### src/hdl/sha256_block_compress_core_macros.svh
// Assertion macros shared by the SHA-256 compression core.
// No dependencies; included by the files that carry assertions.
`ifndef SHA256_BLOCK_COMPRESS_CORE_MACROS_SVH
`define SHA256_BLOCK_COMPRESS_CORE_MACROS_SVH

// same-cycle implication, disabled during reset
`define SBC_ASSERT_IMP(lbl, clk, rst_n, ante, cons, msg) \
	lbl: assert property (@(posedge clk) disable iff (!rst_n) (ante) |-> (cons)) \
		else $error(msg);

// next-cycle implication, disabled during reset
`define SBC_ASSERT_NXT(lbl, clk, rst_n, ante, cons, msg) \
	lbl: assert property (@(posedge clk) disable iff (!rst_n) (ante) |=> (cons)) \
		else $error(msg);

`endif

### src/hdl/sbc_pkg.sv
// Package for the SHA-256 compression core: sizes, payload types, commands,
// controller states and round constants. No dependencies.
`timescale 1ns / 1ps
`default_nettype none

package sbc_pkg;

	localparam int WORD_W     = 32;
	localparam int HASH_WORDS = 8;
	localparam int BLOCK_LEN  = 16;
	localparam int ROUNDS     = 64;
	localparam int SEL_W      = $clog2(HASH_WORDS);
	localparam int CNT_W      = $clog2(BLOCK_LEN);
	localparam int RND_W      = $clog2(ROUNDS);

	typedef enum logic {
		CMD_LOAD = 1'b0,
		CMD_MSG  = 1'b1
	} sbc_op_t;

	typedef struct packed {
		sbc_op_t             cmd;
		logic [SEL_W-1:0]    hash_select;
		logic [WORD_W-1:0]   data_word;
	} sbc_in_t;

	typedef struct packed {
		logic [SEL_W-1:0]    out_index;
		logic [WORD_W-1:0]   out_word;
		logic                last_word;
	} sbc_out_t;

	typedef enum logic [1:0] {
		ST_IDLE,
		ST_ROUND,
		ST_ADD,
		ST_EMIT
	} sbc_state_t;

	typedef struct packed {
		logic                load_chain;
		logic                shift_msg;
		logic                start;
		logic                round_en;
		logic [RND_W-1:0]    round_idx;
		logic                add_chain;
		logic [SEL_W-1:0]    emit_idx;
	} sbc_cmd_t;

	localparam logic [WORD_W-1:0] ROUND_K [ROUNDS] = '{
		32'h428a2f98, 32'h71374491, 32'hb5c0fbcf, 32'he9b5dba5,
		32'h3956c25b, 32'h59f111f1, 32'h923f82a4, 32'hab1c5ed5,
		32'hd807aa98, 32'h12835b01, 32'h243185be, 32'h550c7dc3,
		32'h72be5d74, 32'h80deb1fe, 32'h9bdc06a7, 32'hc19bf174,
		32'he49b69c1, 32'hefbe4786, 32'h0fc19dc6, 32'h240ca1cc,
		32'h2de92c6f, 32'h4a7484aa, 32'h5cb0a9dc, 32'h76f988da,
		32'h983e5152, 32'ha831c66d, 32'hb00327c8, 32'hbf597fc7,
		32'hc6e00bf3, 32'hd5a79147, 32'h06ca6351, 32'h14292967,
		32'h27b70a85, 32'h2e1b2138, 32'h4d2c6dfc, 32'h53380d13,
		32'h650a7354, 32'h766a0abb, 32'h81c2c92e, 32'h92722c85,
		32'ha2bfe8a1, 32'ha81a664b, 32'hc24b8b70, 32'hc76c51a3,
		32'hd192e819, 32'hd6990624, 32'hf40e3585, 32'h106aa070,
		32'h19a4c116, 32'h1e376c08, 32'h2748774c, 32'h34b0bcb5,
		32'h391c0cb3, 32'h4ed8aa4a, 32'h5b9cca4f, 32'h682e6ff3,
		32'h748f82ee, 32'h78a5636f, 32'h84c87814, 32'h8cc70208,
		32'h90befffa, 32'ha4506ceb, 32'hbef9a3f7, 32'hc67178f2
	};

endpackage

`default_nettype wire

### src/hdl/sha256_block_compress_core.sv
// SHA-256 compression core: a load transaction writes one chaining word; each
// message word transaction shifts one word into the message schedule. The
// sixteenth message word starts the block: 64 rounds at one round per cycle in
// the datapath, the chaining add, then eight result transactions, one per cycle
// while out_ready is high. in_ready is low after the sixteenth word until the
// last result is taken. The chaining value persists across blocks.
// Depends on sbc_pkg, sbc_ctrl and sbc_datapath.
`timescale 1ns / 1ps
`default_nettype none

module sha256_block_compress_core import sbc_pkg::*; (
	input  logic      clk,
	input  logic      arst_n,
	input  logic      in_valid,
	output logic      in_ready,
	input  sbc_in_t   in_data,
	output logic      out_valid,
	input  logic      out_ready,
	output sbc_out_t  out_data
);

	sbc_cmd_t          dp_cmd;
	logic [WORD_W-1:0] word;

	sbc_ctrl u_ctrl (
		.clk       (clk),
		.arst_n    (arst_n),
		.in_valid  (in_valid),
		.in_cmd    (in_data.cmd),
		.in_ready  (in_ready),
		.out_ready (out_ready),
		.out_valid (out_valid),
		.dp_cmd    (dp_cmd)
	);

	sbc_datapath u_datapath (
		.clk      (clk),
		.arst_n   (arst_n),
		.dp_cmd   (dp_cmd),
		.in_data  (in_data),
		.out_word (word)
	);

	always_comb begin
		out_data.out_index = dp_cmd.emit_idx;
		out_data.out_word  = word;
		out_data.last_word = (dp_cmd.emit_idx == SEL_W'(HASH_WORDS - 1));
	end

endmodule

`default_nettype wire

### src/hdl/sbc_ctrl.sv
// Controller of the SHA-256 compression core: message word count, round
// counter, result sequencing. Depends on sbc_pkg and the assertion macros.
`timescale 1ns / 1ps
`default_nettype none
`include "sha256_block_compress_core_macros.svh"

module sbc_ctrl import sbc_pkg::*; (
	input  logic             clk,
	input  logic             arst_n,
	input  logic             in_valid,
	input  sbc_op_t          in_cmd,
	output logic             in_ready,
	input  logic             out_ready,
	output logic             out_valid,
	output sbc_cmd_t         dp_cmd
);

	localparam logic [CNT_W-1:0] LastMsg   = CNT_W'(BLOCK_LEN - 1);
	localparam logic [RND_W-1:0] LastRound = RND_W'(ROUNDS - 1);
	localparam logic [SEL_W-1:0] LastWord  = SEL_W'(HASH_WORDS - 1);

	sbc_state_t        state_q, state_d;
	logic [CNT_W-1:0]  cnt_q;
	logic [RND_W-1:0]  rnd_q;
	logic [SEL_W-1:0]  idx_q;
	logic              in_acc, out_acc;

	always_ff @(posedge clk or negedge arst_n) begin
		if (!arst_n) begin
			state_q <= ST_IDLE;
			cnt_q   <= '0;
			rnd_q   <= '0;
			idx_q   <= '0;
		end else begin
			state_q <= state_d;
			if (dp_cmd.shift_msg) begin
				cnt_q <= cnt_q + 1'b1;
			end
			if (dp_cmd.round_en) begin
				rnd_q <= rnd_q + 1'b1;
			end
			if (out_acc) begin
				idx_q <= idx_q + 1'b1;
			end
		end
	end

	always_comb begin
		in_ready  = (state_q == ST_IDLE);
		out_valid = (state_q == ST_EMIT);
		in_acc    = in_valid && in_ready;
		out_acc   = out_valid && out_ready;

		dp_cmd.load_chain = in_acc && (in_cmd == CMD_LOAD);
		dp_cmd.shift_msg  = in_acc && (in_cmd == CMD_MSG);
		dp_cmd.start      = dp_cmd.shift_msg && (cnt_q == LastMsg);
		dp_cmd.round_en   = (state_q == ST_ROUND);
		dp_cmd.round_idx  = rnd_q;
		dp_cmd.add_chain  = (state_q == ST_ADD);
		dp_cmd.emit_idx   = idx_q;

		state_d = state_q;
		case (state_q)
			ST_IDLE: begin
				if (dp_cmd.start) begin
					state_d = ST_ROUND;
				end
			end
			ST_ROUND: begin
				if (rnd_q == LastRound) begin
					state_d = ST_ADD;
				end
			end
			ST_ADD: begin
				state_d = ST_EMIT;
			end
			ST_EMIT: begin
				if (out_acc && (idx_q == LastWord)) begin
					state_d = ST_IDLE;
				end
			end
			default: begin
				state_d = ST_IDLE;
			end
		endcase
	end

	`SBC_ASSERT_IMP(a_no_overlap, clk, arst_n, 1'b1, !(in_ready && out_valid), "input and output open together")
	`SBC_ASSERT_NXT(a_start_round, clk, arst_n, dp_cmd.start, (state_q == ST_ROUND) && (rnd_q == '0), "block did not start at round zero")
	`SBC_ASSERT_NXT(a_round_end, clk, arst_n, (state_q == ST_ROUND) && (rnd_q == LastRound), state_q == ST_ADD, "rounds did not end in the chaining add")
	`SBC_ASSERT_NXT(a_emit_end, clk, arst_n, out_acc && (idx_q == LastWord), (state_q == ST_IDLE) && (cnt_q == '0) && (idx_q == '0), "block did not close cleanly")

endmodule

`default_nettype wire

### src/hdl/sbc_datapath.sv
// Datapath of the SHA-256 compression core: chaining words, message schedule
// shift line, working variables and the round logic. Depends on sbc_pkg.
`timescale 1ns / 1ps
`default_nettype none

module sbc_datapath import sbc_pkg::*; (
	input  logic               clk,
	input  logic               arst_n,
	input  sbc_cmd_t           dp_cmd,
	input  sbc_in_t            in_data,
	output logic [WORD_W-1:0]  out_word
);

	logic [WORD_W-1:0] chain_q [HASH_WORDS];
	logic [WORD_W-1:0] sched_q [BLOCK_LEN];
	logic [WORD_W-1:0] v_q     [HASH_WORDS];
	logic [WORD_W-1:0] w_new, t1, t2, ch, maj, sched_in;

	function automatic logic [WORD_W-1:0] rotr(input logic [WORD_W-1:0] x, input int n);
		return (x >> n) | (x << (WORD_W - n));
	endfunction

	always_comb begin
		w_new = sched_q[0]
			+ (rotr(sched_q[1], 7) ^ rotr(sched_q[1], 18) ^ (sched_q[1] >> 3))
			+ sched_q[9]
			+ (rotr(sched_q[14], 17) ^ rotr(sched_q[14], 19) ^ (sched_q[14] >> 10));
		ch  = (v_q[4] & v_q[5]) ^ (~v_q[4] & v_q[6]);
		maj = (v_q[0] & v_q[1]) ^ (v_q[0] & v_q[2]) ^ (v_q[1] & v_q[2]);
		t1  = v_q[7] + (rotr(v_q[4], 6) ^ rotr(v_q[4], 11) ^ rotr(v_q[4], 25))
			+ ch + ROUND_K[dp_cmd.round_idx] + sched_q[0];
		t2  = (rotr(v_q[0], 2) ^ rotr(v_q[0], 13) ^ rotr(v_q[0], 22)) + maj;
		sched_in = dp_cmd.shift_msg ? in_data.data_word : w_new;
		out_word = chain_q[dp_cmd.emit_idx];
	end

	always_ff @(posedge clk or negedge arst_n) begin
		if (!arst_n) begin
			for (int i = 0; i < HASH_WORDS; i++) begin
				chain_q[i] <= '0;
			end
		end else if (dp_cmd.load_chain) begin
			chain_q[in_data.hash_select] <= in_data.data_word;
		end else if (dp_cmd.add_chain) begin
			for (int i = 0; i < HASH_WORDS; i++) begin
				chain_q[i] <= chain_q[i] + v_q[i];
			end
		end
	end

	always_ff @(posedge clk) begin
		if (dp_cmd.shift_msg || dp_cmd.round_en) begin
			for (int i = 0; i < BLOCK_LEN - 1; i++) begin
				sched_q[i] <= sched_q[i+1];
			end
			sched_q[BLOCK_LEN-1] <= sched_in;
		end
		if (dp_cmd.start) begin
			for (int i = 0; i < HASH_WORDS; i++) begin
				v_q[i] <= chain_q[i];
			end
		end else if (dp_cmd.round_en) begin
			v_q[7] <= v_q[6];
			v_q[6] <= v_q[5];
			v_q[5] <= v_q[4];
			v_q[4] <= v_q[3] + t1;
			v_q[3] <= v_q[2];
			v_q[2] <= v_q[1];
			v_q[1] <= v_q[0];
			v_q[0] <= t1 + t2;
		end
	end

endmodule

`default_nettype wire
### config.mk
export PLATFORM = sky130hd
export DESIGN_NAME = sha256_block_compress_core
export DESIGN_NICKNAME = d
export VERILOG_FILES = /design/src/hdl/sbc_pkg.sv /design/src/hdl/sha256_block_compress_core.sv /design/src/hdl/sbc_ctrl.sv /design/src/hdl/sbc_datapath.sv
export VERILOG_INCLUDE_DIRS = /design/src /design/src/hdl
export SDC_FILE = /design/constraint.sdc
export NUM_CORES = 2
export LEC_CHECK = 0
export BUFFER_PORTS_ARGS = -buffer_cell sky130_fd_sc_hd__buf_2
export CELL_PAD_IN_SITES_DETAIL_PLACEMENT = 1
export CELL_PAD_IN_SITES_GLOBAL_PLACEMENT = 2
export CORE_ASPECT_RATIO = 0.9
export CORE_MARGIN = 1
export CORE_UTILIZATION = 30
export CTS_BUF_LIST = sky130_fd_sc_hd__clkbuf_2
export DETAILED_ROUTE_END_ITERATION = 10
export PLACE_DENSITY_LB_ADDON = 0.15
export SETUP_SLACK_MARGIN = 0.1
export SYNTH_ARGS = -nofsm -noshare
export SYNTH_HDL_FRONTEND = slang
export SYNTH_SLANG_ARGS = --single-unit
### constraint.sdc
create_clock -name clk -period 30.3 [get_ports clk]
set_input_delay 6.06 -clock clk [delete_from_list [all_inputs] [get_ports clk]]
set_output_delay 6.06 -clock clk [all_outputs]
set_load 0.02 [all_outputs]
==> metrics <==
RSZ-0062 raised after global routing=false; H-tree depth=5; critical path required time=24.24 ns; final wirelength=272.8 mm; P&R area growth vs syn=9.809%; initial antenna violation count=20; total iterations of the first detailed-routing run=5; CP Capture Type=primary output; GR Util All Layers=0.2376; worst-path cell chain=buf_4 -> mux4_2 -> mux2_2 -> buf_2; Starting DRT DRC Count=4423; Vias=51080; Placeable Area=222600 sq um; Post-Syn Area=67460 sq um; highest clock rate=0.09325 GHz; CTS buffer count=318; Seq. cell area=29860 sq um; Syn Nets=6582; Worst Path Arrival=4.66 ns; Slew @ Worst Pin=1.518 ns; Initial Util=0.3030; Post-CTS Hold Buffers=0; most common cell after layout, fill and taps aside=edfxtp_1; Synth Instances=5946; Worst Hold Class=flop to flop; row count=164; first-pass GRT wire length=387.5 mm; Avg WL per Cell=29.18 microns; status=finished, violations left; port bufs=77; Max-Cap Viols=1; violated checks=capacitance limit, slew limit; die height=451.9 microns; CTS tree=built; Seq/Total Area, Yosys=0.4424; Worst-Skew Late Latency=1.85 ns; Final Slew Violations=2; Post-route DRC=0; Top Ports=78; Clock Skew=0.2979 ns; crit path max fanout=35; cts repair resizes=0; Yosys cell types=88; setup violators final=0; clk root buf=clkbuf_2; DP HPWL=205.1 mm; CTS sink cnt=1039; die area=226800 sq um; startpoint types=flop; Multi-input gate area=35630 sq um; Yosys warnings=0; EDFF count, synth=768; largest net degree at the start of global routing=184; Nets=6759; postcts setup bufs=0; grt total ovfl=0; Die W=501.9 microns; most common flop cell mapped by yosys=edfxtp_1; Via density=5.464; worst stage delay on the critical path=0.84 ns; share of cells above drive strength 1=0.1709; clock transition at the registers of the reported paths=0.10 ns; Tmin final=10.72 ns; synthesized area per cell=11.35 sq um; clk buf depth=4; ANT nets after route=0; CP Class=flop to primary output; final hold vios=0; CP max stage cell=buf_4; relative slew slack=-0.02287; most frequent cells in the layout=edfxtp_1, clkbuf_2, o21ai_0; FF+latch count, synth=1039; setup tns final=0 ns; vias in the first global route=50990; post-synthesis async set-or-reset flop share=0.2608; Placer Congestion=0.9048; period utilization=0.3539; fill count=24620
## state kept, by name (all words and copies together), names as in the netlist
register	flops
u_datapath.v_q	256
u_ctrl.cnt_q	4
u_datapath.sched_q	512
u_ctrl.idx_q	3
u_ctrl.state_q	2
u_datapath.chain_q	256
u_ctrl.rnd_q	6
## area by class of cell
cell class,instances,area share
Multi-Input combinational cell,4345,0.4810
Sequential cell,1039,0.4031
Tap cell,2988,0.05047
Clock buffer,466,0.03148
Timing Repair Buffer,166,0.01520
Inverter,253,0.01282
Clock inverter,79,0.005506
Antenna cell,13,0.0004391
## through the flow
stage | instances | setup WS (ns) | area, sq um | hold slack [ns] | util
after detailed placement | 8791 | 19.97 | 71310 | 0.4051 | 0.3203
after global routing | 9346 | 19.18 | 74070 | 0.2354 | 0.3327
after CTS | 9336 | 19.18 | 74050 | 0.2139 | 0.3326
final | 9349 | 19.58 | 74080 | 0.2593 | 0.3327
after global placement | 8791 | 19.98 | 71310 | 0.4000 | 0.3203
after floorplan | 5946 | 11.50 | 67460 | 0.4003 | -
## final timing paths
| path | depth (start not counted) | end | slack, ns | from |
|---|---|---|---|---|
| min | 0 | u_datapath.sched_q[1][145] | 0.26 | u_datapath.sched_q[1][177] |
| max reg2reg | 29 | u_datapath.v_q[0][29] | 19.87 | u_ctrl.rnd_q[3] |
| min in group asynchronous | 1 | u_datapath.chain_q[14] | 4.24 | arst_n |
| max | 4 | out_data[18] | 19.58 | u_ctrl.idx_q[0] |
| min reg2reg | 0 | u_datapath.sched_q[1][145] | 0.26 | u_datapath.sched_q[1][177] |
| max in group asynchronous | 3 | u_datapath.chain_q[216] | 23.80 | arst_n |
## layer usage
metal  share of wire  GRT usage  wire (microns)
met5        0.000099          0              27
met4           0.022    0.05985            6101
met3           0.055    0.04064           15080
met2            0.42     0.3444          115400
met1            0.50     0.3607          136100
## synthesized netlist by cell type (73+ instances only)
master | count | area (sq um)
edfxtp_1 | 768 | 23060
o21ai_0 | 446 | 2232
xnor2_1 | 413 | 3617
ha_1 | 401 | 5017
a21oi_1 | 344 | 1722
nor2_1 | 310 | 1164
mux2_2 | 297 | 3344
nand2_1 | 290 | 1089
dfrtp_1 | 271 | 6782
clkbuf_1 | 267 | 1002
inv_1 | 252 | 945.9
a22oi_1 | 199 | 1494
fa_1 | 195 | 3904
a21o_1 | 182 | 1366
xor2_1 | 128 | 1121
nand3_1 | 89 | 445.4
nor3_1 | 78 | 390.4
a211oi_1 | 75 | 563.0
mux4_2 | 73 | 1644
## critical path: cells and delay by family (launching register included)
| family | cells | cell delay [ns] |
|---|---|---|
| flip-flops | 1 | 0.76 |
| multiplexers | 2 | 1.06 |
| buffers and inverters | 2 | 1.01 |
## logic make-up after synthesis
family                     synth area share
and+or+nand+nor                     0.07602
muxes                               0.07944
buffers and inverters               0.03144
adders and majority gates            0.1358
AOI/OAI and AO/OA                    0.1647
xor gates and xnor gates            0.07024
DFF                                  0.4424
Power is not shown: default switching activity piles up to over one toggle a cycle in this logic, so the estimate is an artifact.
